### src/rtl/cal_rtc_pkg.sv
// Shared constants, field offsets and state type of the calibrated RTC timekeeper.
`default_nettype none

package cal_rtc_pkg;

    localparam int FRAC_BITS     = 12;

    localparam int TICK_W        = 32;
    localparam int SEC_W         = 32;
    localparam int US_W          = 20;
    localparam int CAL_W         = 32;
    localparam int BASE_W        = 64;
    localparam int TZ_W          = 5;
    localparam int REG_W         = 5;

    localparam int PROD_W        = BASE_W + CAL_W;
    localparam int DVD_W         = PROD_W - FRAC_BITS;
    localparam int CNT_W         = $clog2(DVD_W);
    localparam int OFF_W         = 18;

    localparam int IN_FIELDS_W   = TICK_W + SEC_W + US_W + CAL_W;
    localparam int S_TDATA_W     = ((IN_FIELDS_W + 7) / 8) * 8;
    localparam int OUT_FIELDS_W  = SEC_W + US_W;
    localparam int M_TDATA_W     = ((OUT_FIELDS_W + 7) / 8) * 8;

    localparam int TICK_LSB      = 0;
    localparam int SEC_LSB       = TICK_LSB + TICK_W;
    localparam int US_LSB        = SEC_LSB + SEC_W;
    localparam int CAL_LSB       = US_LSB + US_W;

    localparam logic [CAL_W-1:0] USEC_PER_SEC  = 32'd1000000;
    localparam int               SECS_PER_HOUR = 3600;

    localparam int REG_IDX_W = 1;
    localparam logic [REG_IDX_W-1:0] REG_TIMEZONE = 1'b0;
    localparam logic [REG_IDX_W-1:0] REG_DAYLIGHT = 1'b1;

    localparam logic CMD_READ   = 1'b0;
    localparam logic CMD_UPDATE = 1'b1;

    typedef enum logic [3:0] {
        S_IDLE,
        S_MULT_T,
        S_TOTAL,
        S_DIV_BASE,
        S_ELAPSED,
        S_MULT_E,
        S_LOAD_US,
        S_DIV_US,
        S_EMIT
    } t_state;

endpackage

`default_nettype wire

### src/rtl/calibrated_rtc_timekeeper_top.sv
// Calibrated RTC timekeeper: tick counter to wall time with serial multiply and divide.
//
//  channel   direction  fields (lowest bit up)
//  s_axis    in         tuser: cmd; tdata: tick_count, seconds_in, micros_in, calibration_in
//  m_axis    out        tdata: seconds_out, micros_out
//  i_cfg     in         index 0 timezone_hours, index 1 daylight_on
//
// A read runs S_ELAPSED, S_MULT_E, S_LOAD_US, S_DIV_US, S_EMIT; an update first runs
// S_MULT_T, S_TOTAL, S_DIV_BASE. A new transaction is taken in the cycle after the
// output register is loaded. It uses the bit-serial shift-add multiplier (32 steps) and
// the restoring divider (one quotient bit a cycle, 64 steps for the tick base).
// Reset is synchronous, active low, and restores tick base 0 and calibration 1.
// A stalled output holds the result; the next transaction may be accepted meanwhile.
`default_nettype none

module calibrated_rtc_timekeeper_top (
    input  wire                                   i_clk,
    input  wire                                   i_rst_n,
    input  wire                                   s_axis_tvalid,
    output logic                                  s_axis_tready,
    // tick_count, seconds_in, micros_in, calibration_in, zero pad
    input  wire  [cal_rtc_pkg::S_TDATA_W-1:0]     s_axis_tdata,
    // cmd
    input  wire                                   s_axis_tuser,
    output logic                                  m_axis_tvalid,
    input  wire                                   m_axis_tready,
    // seconds_out, micros_out, zero pad
    output logic [cal_rtc_pkg::M_TDATA_W-1:0]     m_axis_tdata,
    input  wire                                   i_cfg_we,
    input  wire  [cal_rtc_pkg::REG_IDX_W-1:0]     i_cfg_addr,
    input  wire  [cal_rtc_pkg::REG_W-1:0]         i_cfg_wdata
);

    cal_rtc_pkg::t_state r_state, n_state;

    logic [cal_rtc_pkg::BASE_W-1:0] r_base, n_base;
    logic [cal_rtc_pkg::TICK_W-1:0] r_ref, n_ref;
    logic [cal_rtc_pkg::TICK_W-1:0] r_last, n_last;
    logic [cal_rtc_pkg::CAL_W-1:0]  r_cal, n_cal;
    logic [cal_rtc_pkg::TZ_W-1:0]   r_tz, n_tz;
    logic                           r_dl, n_dl;

    logic [cal_rtc_pkg::TICK_W-1:0] r_count, n_count;
    logic [cal_rtc_pkg::US_W-1:0]   r_us, n_us;

    logic [cal_rtc_pkg::BASE_W-1:0] r_mcand, n_mcand;
    logic [cal_rtc_pkg::BASE_W-1:0] r_mhi, n_mhi;
    logic [cal_rtc_pkg::CAL_W-1:0]  r_mlo, n_mlo;

    logic [cal_rtc_pkg::DVD_W-1:0]  r_dvd, n_dvd;
    logic [cal_rtc_pkg::CAL_W-1:0]  r_dvs, n_dvs;
    logic [cal_rtc_pkg::CAL_W-1:0]  r_rem, n_rem;
    logic [cal_rtc_pkg::BASE_W-1:0] r_quo, n_quo;

    logic [cal_rtc_pkg::CNT_W-1:0]  r_cnt, n_cnt;

    logic                           r_out_valid, n_out_valid;
    logic [cal_rtc_pkg::SEC_W-1:0]  r_out_sec, n_out_sec;
    logic [cal_rtc_pkg::US_W-1:0]   r_out_us, n_out_us;

    logic                           s_accept;
    logic [cal_rtc_pkg::TICK_W-1:0] in_tick;
    logic [cal_rtc_pkg::SEC_W-1:0]  in_sec;
    logic [cal_rtc_pkg::US_W-1:0]   in_us;
    logic [cal_rtc_pkg::CAL_W-1:0]  in_cal;
    logic [cal_rtc_pkg::CAL_W-1:0]  in_cal_fix;

    logic signed [cal_rtc_pkg::TZ_W:0]    tz_sum;
    logic signed [cal_rtc_pkg::OFF_W-1:0] off_sec;
    logic [cal_rtc_pkg::SEC_W-1:0]        off_ext;
    logic [cal_rtc_pkg::SEC_W-1:0]        t_corr;

    logic [cal_rtc_pkg::BASE_W:0]         mul_sum;
    logic [cal_rtc_pkg::CAL_W:0]          div_part;
    logic [cal_rtc_pkg::CAL_W+1:0]        div_diff;
    logic                                 div_ge;
    logic [cal_rtc_pkg::CAL_W-1:0]        div_rem;
    logic [cal_rtc_pkg::BASE_W-1:0]       quo_next;

    logic [cal_rtc_pkg::BASE_W-1:0]       prod_t;
    logic [cal_rtc_pkg::BASE_W-1:0]       tot_sum;
    logic [cal_rtc_pkg::BASE_W-1:0]       total;
    logic [cal_rtc_pkg::BASE_W-1:0]       elapsed;
    logic [cal_rtc_pkg::PROD_W-1:0]       prod_e;

    assign s_axis_tready = (r_state == cal_rtc_pkg::S_IDLE);
    assign s_accept      = s_axis_tvalid && s_axis_tready;

    assign in_tick = s_axis_tdata[cal_rtc_pkg::TICK_LSB +: cal_rtc_pkg::TICK_W];
    assign in_sec  = s_axis_tdata[cal_rtc_pkg::SEC_LSB  +: cal_rtc_pkg::SEC_W];
    assign in_us   = s_axis_tdata[cal_rtc_pkg::US_LSB   +: cal_rtc_pkg::US_W];
    assign in_cal  = s_axis_tdata[cal_rtc_pkg::CAL_LSB  +: cal_rtc_pkg::CAL_W];
    // zero calibration would stop the clock: substitute one
    assign in_cal_fix = (in_cal == '0) ? cal_rtc_pkg::CAL_W'(1) : in_cal;

    // timezone plus daylight hours, in seconds, applied modulo 2^32
    assign tz_sum  = signed'({r_tz[cal_rtc_pkg::TZ_W-1], r_tz})
                   + signed'({{cal_rtc_pkg::TZ_W{1'b0}}, r_dl});
    assign off_sec = cal_rtc_pkg::OFF_W'(tz_sum)
                   * cal_rtc_pkg::OFF_W'(cal_rtc_pkg::SECS_PER_HOUR);
    assign off_ext = {{(cal_rtc_pkg::SEC_W - cal_rtc_pkg::OFF_W){off_sec[cal_rtc_pkg::OFF_W-1]}},
                      off_sec};
    assign t_corr  = in_sec + off_ext;

    // shift-add multiplier step: multiplier bits leave the low word as product bits enter
    assign mul_sum = {1'b0, r_mhi} + (r_mlo[0] ? {1'b0, r_mcand} : '0);

    // restoring divider step: one quotient bit per cycle
    assign div_part = {r_rem, r_dvd[cal_rtc_pkg::DVD_W-1]};
    assign div_diff = {1'b0, div_part} - {2'b00, r_dvs};
    assign div_ge   = !div_diff[cal_rtc_pkg::CAL_W+1];
    assign div_rem  = div_ge ? div_diff[cal_rtc_pkg::CAL_W-1:0]
                             : div_part[cal_rtc_pkg::CAL_W-1:0];
    assign quo_next = {r_quo[cal_rtc_pkg::BASE_W-2:0], div_ge};

    assign prod_t  = {r_mhi[cal_rtc_pkg::BASE_W-cal_rtc_pkg::CAL_W-1:0], r_mlo};
    assign tot_sum = prod_t + cal_rtc_pkg::BASE_W'(r_us);
    assign total   = {tot_sum[cal_rtc_pkg::BASE_W-cal_rtc_pkg::FRAC_BITS-1:0],
                      {cal_rtc_pkg::FRAC_BITS{1'b0}}};
    assign elapsed = r_base + cal_rtc_pkg::BASE_W'(r_count) - cal_rtc_pkg::BASE_W'(r_ref);
    assign prod_e  = {r_mhi, r_mlo};

    always_comb begin
        n_state     = r_state;
        n_base      = r_base;
        n_ref       = r_ref;
        n_last      = r_last;
        n_cal       = r_cal;
        n_tz        = r_tz;
        n_dl        = r_dl;
        n_count     = r_count;
        n_us        = r_us;
        n_mcand     = r_mcand;
        n_mhi       = r_mhi;
        n_mlo       = r_mlo;
        n_dvd       = r_dvd;
        n_dvs       = r_dvs;
        n_rem       = r_rem;
        n_quo       = r_quo;
        n_cnt       = r_cnt;
        n_out_valid = r_out_valid;
        n_out_sec   = r_out_sec;
        n_out_us    = r_out_us;

        if (i_cfg_we) begin
            unique case (i_cfg_addr)
                cal_rtc_pkg::REG_TIMEZONE: n_tz = i_cfg_wdata[cal_rtc_pkg::TZ_W-1:0];
                cal_rtc_pkg::REG_DAYLIGHT: n_dl = i_cfg_wdata[0];
                default: ;
            endcase
        end

        if (m_axis_tvalid && m_axis_tready) begin
            n_out_valid = 1'b0;
        end

        unique case (r_state)
            cal_rtc_pkg::S_IDLE: begin
                if (s_accept) begin
                    n_last  = in_tick;
                    n_count = in_tick;
                    // counter wrapped since the last transaction
                    if (in_tick < r_last) begin
                        n_base = r_base + (cal_rtc_pkg::BASE_W'(1) << cal_rtc_pkg::TICK_W);
                    end
                    if (s_axis_tuser == cal_rtc_pkg::CMD_UPDATE) begin
                        n_cal   = in_cal_fix;
                        n_ref   = in_tick;
                        n_us    = in_us;
                        n_mcand = cal_rtc_pkg::BASE_W'(cal_rtc_pkg::USEC_PER_SEC);
                        n_mhi   = '0;
                        n_mlo   = t_corr;
                        n_cnt   = cal_rtc_pkg::CNT_W'(cal_rtc_pkg::CAL_W - 1);
                        n_state = cal_rtc_pkg::S_MULT_T;
                    end else begin
                        n_state = cal_rtc_pkg::S_ELAPSED;
                    end
                end
            end
            cal_rtc_pkg::S_MULT_T: begin
                n_mhi = mul_sum[cal_rtc_pkg::BASE_W:1];
                n_mlo = {mul_sum[0], r_mlo[cal_rtc_pkg::CAL_W-1:1]};
                n_cnt = r_cnt - 1'b1;
                if (r_cnt == '0) begin
                    n_state = cal_rtc_pkg::S_TOTAL;
                end
            end
            cal_rtc_pkg::S_TOTAL: begin
                n_dvd   = {total, {(cal_rtc_pkg::DVD_W - cal_rtc_pkg::BASE_W){1'b0}}};
                n_dvs   = r_cal;
                n_rem   = '0;
                n_cnt   = cal_rtc_pkg::CNT_W'(cal_rtc_pkg::BASE_W - 1);
                n_state = cal_rtc_pkg::S_DIV_BASE;
            end
            cal_rtc_pkg::S_DIV_BASE: begin
                n_rem = div_rem;
                n_dvd = {r_dvd[cal_rtc_pkg::DVD_W-2:0], 1'b0};
                n_quo = quo_next;
                n_cnt = r_cnt - 1'b1;
                if (r_cnt == '0) begin
                    n_base  = quo_next;
                    n_state = cal_rtc_pkg::S_ELAPSED;
                end
            end
            cal_rtc_pkg::S_ELAPSED: begin
                n_mcand = elapsed;
                n_mhi   = '0;
                n_mlo   = r_cal;
                n_cnt   = cal_rtc_pkg::CNT_W'(cal_rtc_pkg::CAL_W - 1);
                n_state = cal_rtc_pkg::S_MULT_E;
            end
            cal_rtc_pkg::S_MULT_E: begin
                n_mhi = mul_sum[cal_rtc_pkg::BASE_W:1];
                n_mlo = {mul_sum[0], r_mlo[cal_rtc_pkg::CAL_W-1:1]};
                n_cnt = r_cnt - 1'b1;
                if (r_cnt == '0) begin
                    n_state = cal_rtc_pkg::S_LOAD_US;
                end
            end
            cal_rtc_pkg::S_LOAD_US: begin
                // drop the fraction bits of the Q product
                n_dvd   = prod_e[cal_rtc_pkg::PROD_W-1:cal_rtc_pkg::FRAC_BITS];
                n_dvs   = cal_rtc_pkg::USEC_PER_SEC;
                n_rem   = '0;
                n_cnt   = cal_rtc_pkg::CNT_W'(cal_rtc_pkg::DVD_W - 1);
                n_state = cal_rtc_pkg::S_DIV_US;
            end
            cal_rtc_pkg::S_DIV_US: begin
                n_rem = div_rem;
                n_dvd = {r_dvd[cal_rtc_pkg::DVD_W-2:0], 1'b0};
                n_quo = quo_next;
                n_cnt = r_cnt - 1'b1;
                if (r_cnt == '0) begin
                    n_state = cal_rtc_pkg::S_EMIT;
                end
            end
            cal_rtc_pkg::S_EMIT: begin
                // hold until the output register is free
                if (!r_out_valid || m_axis_tready) begin
                    n_out_valid = 1'b1;
                    n_out_sec   = r_quo[cal_rtc_pkg::SEC_W-1:0];
                    n_out_us    = r_rem[cal_rtc_pkg::US_W-1:0];
                    n_state     = cal_rtc_pkg::S_IDLE;
                end
            end
            default: n_state = cal_rtc_pkg::S_IDLE;
        endcase
    end

    always_ff @(posedge i_clk) begin
        if (!i_rst_n) begin
            r_state     <= cal_rtc_pkg::S_IDLE;
            r_base      <= '0;
            r_ref       <= '0;
            r_last      <= '0;
            r_cal       <= cal_rtc_pkg::CAL_W'(1);
            r_tz        <= '0;
            r_dl        <= 1'b0;
            r_cnt       <= '0;
            r_out_valid <= 1'b0;
        end else begin
            r_state     <= n_state;
            r_base      <= n_base;
            r_ref       <= n_ref;
            r_last      <= n_last;
            r_cal       <= n_cal;
            r_tz        <= n_tz;
            r_dl        <= n_dl;
            r_cnt       <= n_cnt;
            r_out_valid <= n_out_valid;
        end
    end

    always_ff @(posedge i_clk) begin
        r_count   <= n_count;
        r_us      <= n_us;
        r_mcand   <= n_mcand;
        r_mhi     <= n_mhi;
        r_mlo     <= n_mlo;
        r_dvd     <= n_dvd;
        r_dvs     <= n_dvs;
        r_rem     <= n_rem;
        r_quo     <= n_quo;
        r_out_sec <= n_out_sec;
        r_out_us  <= n_out_us;
    end

    assign m_axis_tvalid = r_out_valid;
    assign m_axis_tdata  = cal_rtc_pkg::M_TDATA_W'({r_out_us, r_out_sec});

    a_busy_after_accept: assert property (@(posedge i_clk) disable iff (!i_rst_n)
        s_accept |=> !s_axis_tready)
        else $error("input accepted twice without finishing the transaction");

    a_micros_in_range: assert property (@(posedge i_clk) disable iff (!i_rst_n)
        m_axis_tvalid |-> (r_out_us < cal_rtc_pkg::USEC_PER_SEC[cal_rtc_pkg::US_W-1:0]))
        else $error("microsecond result not below one second");

    a_cal_nonzero: assert property (@(posedge i_clk) disable iff (!i_rst_n)
        r_cal != '0)
        else $error("stored calibration is zero");

    a_emit_loads: assert property (@(posedge i_clk) disable iff (!i_rst_n)
        (r_state == cal_rtc_pkg::S_EMIT && (!r_out_valid || m_axis_tready))
        |=> (m_axis_tvalid && r_state == cal_rtc_pkg::S_IDLE))
        else $error("finished result not moved to the output register");

endmodule

`default_nettype wire

### config.mk
export PLATFORM = sky130hd
export DESIGN_NAME = calibrated_rtc_timekeeper_top
export DESIGN_NICKNAME = d
export VERILOG_FILES = /design/src/rtl/cal_rtc_pkg.sv /design/src/rtl/calibrated_rtc_timekeeper_top.sv
export SDC_FILE = /design/constraint.sdc
export NUM_CORES = 2
export LEC_CHECK = 0
export ABC_CLOCK_PERIOD_IN_PS = 6950
export BUFFER_PORTS_ARGS = -buffer_cell sky130_fd_sc_hd__buf_2
export CORE_MARGIN = 2
export CORE_UTILIZATION = 50
export DETAILED_ROUTE_END_ITERATION = 7
export GPL_TIMING_DRIVEN = 1
export PLACE_DENSITY_LB_ADDON = 0.12
export SLEW_MARGIN = 20
export SYNTH_ARGS = -nofsm -noshare
export SYNTH_HDL_FRONTEND = slang
export SYNTH_SLANG_ARGS = --single-unit
### constraint.sdc
create_clock -name i_clk -period 6.95 [get_ports i_clk]
set_input_delay 0 -clock i_clk [delete_from_list [all_inputs] [get_ports i_clk]]
set_output_delay 0 -clock i_clk [all_outputs]
set_load 0.01 [all_outputs]
* Yosys cells after proc, flatten, opt, wreduce, memory -nomap -nowiden *
Cells that the tools add are included.

operators by class
  $add $sub $neg = 9
  $mul = 1
  magnitude comparators = 1
  equal/unequal tests = 16
  multiplexer cells = 33
  bitwise gates (word level) = 1
  reduce and logical (&&, ||, !) cells = 29

operators with widths
  cell                                                 count
  two-way mux 64 bit                                   8
  case mux 64 bit (2 select lines)                     2
  case mux 84 bit (3 select lines)                     1
  case mux 64 bit (3 select lines)                     1
  two-way mux 32 bit                                   4
  case mux 32 bit (2 select lines)                     2
  case mux 32 bit (3 select lines)                     1
  adder 64 x 64 -> 65 bit                              1
  adder 64 x 32 -> 64 bit                              1
  adder 64 x 33 -> 64 bit, second input constant       1
  subtractor 64 x 32 -> 64 bit                         1
  adder 52 x 20 -> 52 bit                              1
  case mux 4 bit (9 select lines)                      1
  case mux 7 bit (5 select lines)                      1
  subtractor 33 x 32 -> 34 bit                         1
  adder 32 bit                                         1
  zero test 32 bit                                     1
  < comparator 32 bit                                  1
  two-way mux 4 bit                                    6
  equality test 4 x 3 -> 1 bit, second input constant  4
  multiplier 6 x 9 -> 14 bit, second input constant    1
  two-way mux 7 bit                                    2
  AND reduction 3 bit                                  4
  != test 2 bit, second input constant                 5
  22 further kinds                                     38

storage, ports and cells
  bits in registers = 653
  input port bits = 132
  word-level logic and storage cells = 110

* Logic depth before layout (Yosys ltp) *
  depth after elaboration = 6
  mapped depth = 28
  gate-level depth less buffers = 28

* Least setup slack after synthesis *
No wires, ideal clock.

  path type = reg-to-reg
  start = reg r_state[0]
  end = reg r_mcand[0] in the netlist's numbering, enable pin
  setup time = 0.644 ns
  arrival time = 6.858 ns
  slack = -0.552 ns
  cell stages (with the launch flop) = 4
  buffers on the path = 2
  path through = dfxtp_1 > clkbuf_1 > clkbuf_1 > nor4_1

on the way
  longest elaborated chain between the ends = 4

RTL lines
  what                                     line                                                                       source
  from (decl)                              calibrated_rtc_timekeeper_top.sv:34                                        cal_rtc_pkg::t_state r_state, n_state;
  from (signal assigned)                   calibrated_rtc_timekeeper_top.sv:252                                       r_state <= cal_rtc_pkg::S_IDLE;
  from (signal assigned)                   calibrated_rtc_timekeeper_top.sv:262                                       r_state <= n_state;
  zero test 4 bit                          calibrated_rtc_timekeeper_top.sv:86, calibrated_rtc_timekeeper_top.sv:157
  logical AND 1 bit                        calibrated_rtc_timekeeper_top.sv:87                                        assign s_accept = s_axis_tvalid && s_axis_tready;
  != test 2 x 1 -> 1 bit (no source line)  n/a
  AND reduction 3 bit (no source line) *   n/a
  to (signal assigned)                     calibrated_rtc_timekeeper_top.sv:277                                       r_mcand <= n_mcand;
  to (decl)                                calibrated_rtc_timekeeper_top.sv:46                                        logic [cal_rtc_pkg::BASE_W-1:0] r_mcand, n_mcand;

Every way passes the cells marked *; elsewhere a longest branch is shown, timed or not.
A chain may end at the register's enable or synchronous reset.

* Final worst setup path *
  start = reg r_dl
  end = reg r_mlo[30] in the netlist's numbering, data pin

on the way
  longest elaborated chain between the ends = 6

RTL lines
  what                              line                                  source
  from (decl)                       calibrated_rtc_timekeeper_top.sv:41   logic r_dl, n_dl;
  from (signal assigned)            calibrated_rtc_timekeeper_top.sv:268  r_dl <= n_dl;
  adder 5 x 2 -> 6 bit              calibrated_rtc_timekeeper_top.sv:98   + signed'({{cal_rtc_pkg::TZ_W{1'b0}}, r_dl});
  multiplier 6 x 9 -> 14 bit        calibrated_rtc_timekeeper_top.sv:100  * cal_rtc_pkg::OFF_W'(cal_rtc_pkg::SECS_PER_HOUR);
  adder 32 bit                      calibrated_rtc_timekeeper_top.sv:103  assign t_corr = in_sec + off_ext;
  two-way mux 32 bit                calibrated_rtc_timekeeper_top.sv:166  if (s_axis_tuser == cal_rtc_pkg::CMD_UPDATE) begin
  two-way mux 32 bit                calibrated_rtc_timekeeper_top.sv:159  if (s_accept) begin
  case mux 32 bit (3 select lines)  calibrated_rtc_timekeeper_top.sv:157  unique case (r_state)
  via n_mlo, one bit                calibrated_rtc_timekeeper_top.sv:48   logic [cal_rtc_pkg::CAL_W-1:0] r_mlo, n_mlo;
  to (signal assigned)              calibrated_rtc_timekeeper_top.sv:279  r_mlo <= n_mlo;
  to (decl)                         calibrated_rtc_timekeeper_top.sv:48

The timed path passes the listed nets, and every way through them passes these cells. The select of a mux whose other input is x is not followed.

==> results.sh <==
export IMPL_outcome="finished, final reports clean"
export IMPL_setup_viol=0
export IMPL_cts_tree="built"
export IMPL_drv_slew=0
export IMPL_ant_nets=0
export IMPL_synthFlopType="edfxtp_1"
export IMPL_crit_slowest_cell="fa_1"
export IMPL_num_vias=31000
export IMPL_antennaDiodeCount=0
export IMPL_fin_worst_skew_ns=0.0287
export IMPL_fmax_mhz=149
export IMPL_worst_pin_slew_ns=1.08
export IMPL_clkTransAtPathRegs_ns=0.06
export IMPL_die_w_um=286
export IMPL_dr_first_iter_drc_count=2261
export IMPL_yosysWarningCount=0
export IMPL_io_buffers=181
export IMPL_antenna_found_initial=1
export IMPL_wire_per_inst_um=19.8
export IMPL_p_leak_nw=18.3
export IMPL_slew_headroom_pct=27.7
export IMPL_hold_ws_ns=0.0489
export IMPL_finalCritPeriodShare_pct=96.4
export IMPL_clk_latency_ns=0.64
export IMPL_cts_path_max_buffers=3
export IMPL_drv_cap=0
export IMPL_hpwlAfterDp_um=76900
export IMPL_hold_violations=0
export IMPL_syn_area_um2=39600
export IMPL_grt_ovfl_total=0
export IMPL_worst_slack_ns=0.251
export IMPL_io_pin_count=190
export IMPL_wl_um=108000
export IMPL_globalRouteTotalUtil_pct=26.2
export IMPL_yosys_register_bits=653
export IMPL_setup_worst_path_class="flop to flop"
export IMPL_setup_worst_path_end_class="flop"
export IMPL_cts_made_buffers=76
export IMPL_vias_per_cell=5.67
export IMPL_dieArea_um2=81500
export IMPL_cts_sinks=653
export IMPL_coreArea_um2=78700
export IMPL_ys_seq_area_share_pct=45.0
export IMPL_finalSetupTns_ns=0
export IMPL_drt_pass1_iterations=8
export IMPL_critPathMaxFanout=4
export IMPL_async_flop_share_pct=0
export IMPL_syn_inst=4097
export IMPL_critical_path_max_stage_delay_ns=0.55
export IMPL_instances_no_fill=5463
export IMPL_syn_avg_cell_area_um2=9.67
export IMPL_num_rows=103
export IMPL_synth_edf_count=475
export IMPL_hold_path_class="primary input to flop"
export IMPL_grt_pass1_vias=30000
export IMPL_placedCellCount=5194
export IMPL_start_util_pct=50.3
export IMPL_htree_levels=3
export IMPL_preCtsSetupSlack_ns=0.0696
export IMPL_power_density_nw_per_um2=419
export IMPL_remaining_drc_errors=0
export IMPL_die_y_um=286
export IMPL_nFillCells=6963
export IMPL_grt_first_pass_wirelength_um=169000
export IMPL_syn_to_final_growth_pct=15.2
export IMPL_place_congestion=0.963
export IMPL_cts_root_buf="clkbuf_16"
export IMPL_arrival_ns=7.06
export IMPL_cpMostUsedCell="fa_1"
export IMPL_period_needed_ns=6.70
export IMPL_synthDistinctLibCells=89
export IMPL_peakVddDrop_mv=0.281
export IMPL_drive_gt1_share_pct=9.49
export IMPL_critPathLaunchType="flop"
export IMPL_grt_max_degree=131
export IMPL_crit_required_ns=7.31
export IMPL_final_nets=4821
==> flip-flops by register name (all words and copies together) (netlist names) <==
name	flops
m_axis_tvalid	1
r_state	4
r_base	64
r_rem	32
r_us	20
r_tz	5
r_last	32
r_cnt	7
r_dvd	84
r_dvs	32
r_out_sec	32
r_mcand	64
r_mhi	64
r_quo	63
r_cal	32
r_dl	1
r_out_us	20
r_count	32
r_mlo	32
r_ref	32
==> layout by cell type (no fill, tap or decap), drive strengths merged, types with 43 or more instances in the layout <==
master and instances:
dfxtp 178, a21o 136, nor3 73, dlygate4sd3 124
nor2 238, buf 227, edfxtp 475, a21oi 268
xor2 91, ha 296, xnor2 121, inv 303
nor2b 60, fa 43, o211ai 43, a22oi 83
clkbuf 97, and2 90, nand4 48, nand2 480
nand3 94, o21ai 255, a21boi 138
==> layer usage <==
metal | vias up | track usage (%) | share of wire [%] | wire length [µm]
li1 | 15200 | - | - | -
met1 | 14900 | 36.9 | 47 | 50700
met2 | 704 | 42.4 | 46 | 49500
met3 | 150 | 3.87 | 4.7 | 5080
met4 | 2 | 6.96 | 2.5 | 2650
met5 | - | 0 | 0.0083 | 9
==> through the flow <==
| stage | utilization, % | total power, W | cell area [µm²] |
|---|---|---|---|
| after floorplan | - | 0.0124 | 39600 |
| after global placement | 52.8 | 0.0147 | 41600 |
| after detailed placement | 52.8 | 0.0147 | 41600 |
| after CTS | 57.9 | 0.0191 | 45600 |
| after global routing | 58.0 | 0.0204 | 45700 |
| final | 58.0 | 0.0191 | 45700 |
==> cells in the mapped netlist, types with 7 or more instances <==
master | n | area, µm²
dfxtp_1 | 178 | 3560
o31ai_1 | 14 | 105
nor3b_1 | 11 | 82.6
nor4_1 | 19 | 119
a21oi_1 | 267 | 1340
nand3_1 | 94 | 470
and2_1 | 90 | 563
a22oi_1 | 83 | 623
a21boi_0 | 135 | 1010
a211o_1 | 12 | 105
buf_1 | 7 | 26.3
nand2_1 | 480 | 1800
clkbuf_1 | 167 | 627
a221o_1 | 8 | 80.1
a211oi_1 | 17 | 128
a21o_1 | 136 | 1020
or2_2 | 19 | 119
a22o_1 | 28 | 245
edfxtp_1 | 475 | 14300
inv_1 | 298 | 1120
nor2b_1 | 60 | 375
mux2i_1 | 8 | 80.1
o21a_1 | 29 | 218
o211ai_1 | 43 | 323
nor2_1 | 238 | 893
o21ai_0 | 176 | 881
xor2_1 | 91 | 797
and4_1 | 13 | 114
a221oi_1 | 8 | 70.1
fa_1 | 43 | 861
or3_1 | 13 | 81.3
xnor2_1 | 121 | 1060
o21ai_1 | 76 | 380
a31oi_1 | 31 | 194
o21bai_1 | 29 | 218
nand2b_1 | 29 | 181
nor3_1 | 71 | 355
nand4_1 | 48 | 300
ha_1 | 296 | 3700
and3_1 | 37 | 231
==> kinds of logic after synthesis <==
kind of cell	after synthesis	synth area share, %
mux	11	0.287
simple gates	1240	14.7
xor+xnor	212	4.69
other cells	1	0.00946
fa+ha+maj	339	11.5
flops	653	45.0
buf+inv	479	4.58
compound gates	1162	19.2
==> layout make-up <==
| cell class | count | area (µm²) | area share (%) |
|---|---|---|---|
| Multi-Input combinational cell | 2968 | 20200 | 44.2 |
| Sequential cell | 653 | 17800 | 39.0 |
| Timing Repair Buffer | 351 | 2500 | 5.47 |
| Clock buffer | 97 | 2040 | 4.47 |
| Tap cell | 1050 | 1310 | 2.88 |
| Inverter | 300 | 1130 | 2.48 |
| Clock inverter | 44 | 673 | 1.47 |
==> power breakdown <==
group,leakage [nW],internal [W],switching [W]
Sequential,5.88,0.00567,0.000878
Combinational,11.1,0.00319,0.00506
Clock,1.32,0.00260,0.00173
Total,18.3,0.0115,0.00767
==> worst max-delay path: cells and delay by family (launching register included) <==
family | cells | cell delay, ns
xor gates and xnor gates | 3 | 0.54
adders and majority gates | 8 | 2.74
buffers and inverters | 5 | 0.56
and+or+nand+nor | 3 | 0.78
DFF | 1 | 0.34
AOI/OAI and AO/OA | 9 | 1.46
==> what timing repair did <==
action | CTS | global route
endpoints found under the setup margin | 2 | 8
endpoints found under the hold margin | 189 | 0
resized for setup | 2 | 16
hold buffers | 124 | 0
buffers inserted | 0 | 4
pin swaps | 0 | 11
==> final timing paths <==
check             cells past startpoint                  end  slack (ns)           startpoint
hold / removal                        4  r_mlo[19]$_DFFE_PP_        0.05     s_axis_tdata[51]
hold reg to reg                       0  r_quo[53]$_DFFE_PN_        0.44  r_quo[52]$_DFFE_PN_
setup reg to reg                     28  r_mlo[30]$_DFFE_PP_        0.25    r_dl$_SDFFE_PN0P_
setup / recovery                     28  r_mlo[30]$_DFFE_PP_        0.25    r_dl$_SDFFE_PN0P_
Note: power is estimated with default switching activity, not from simulation.
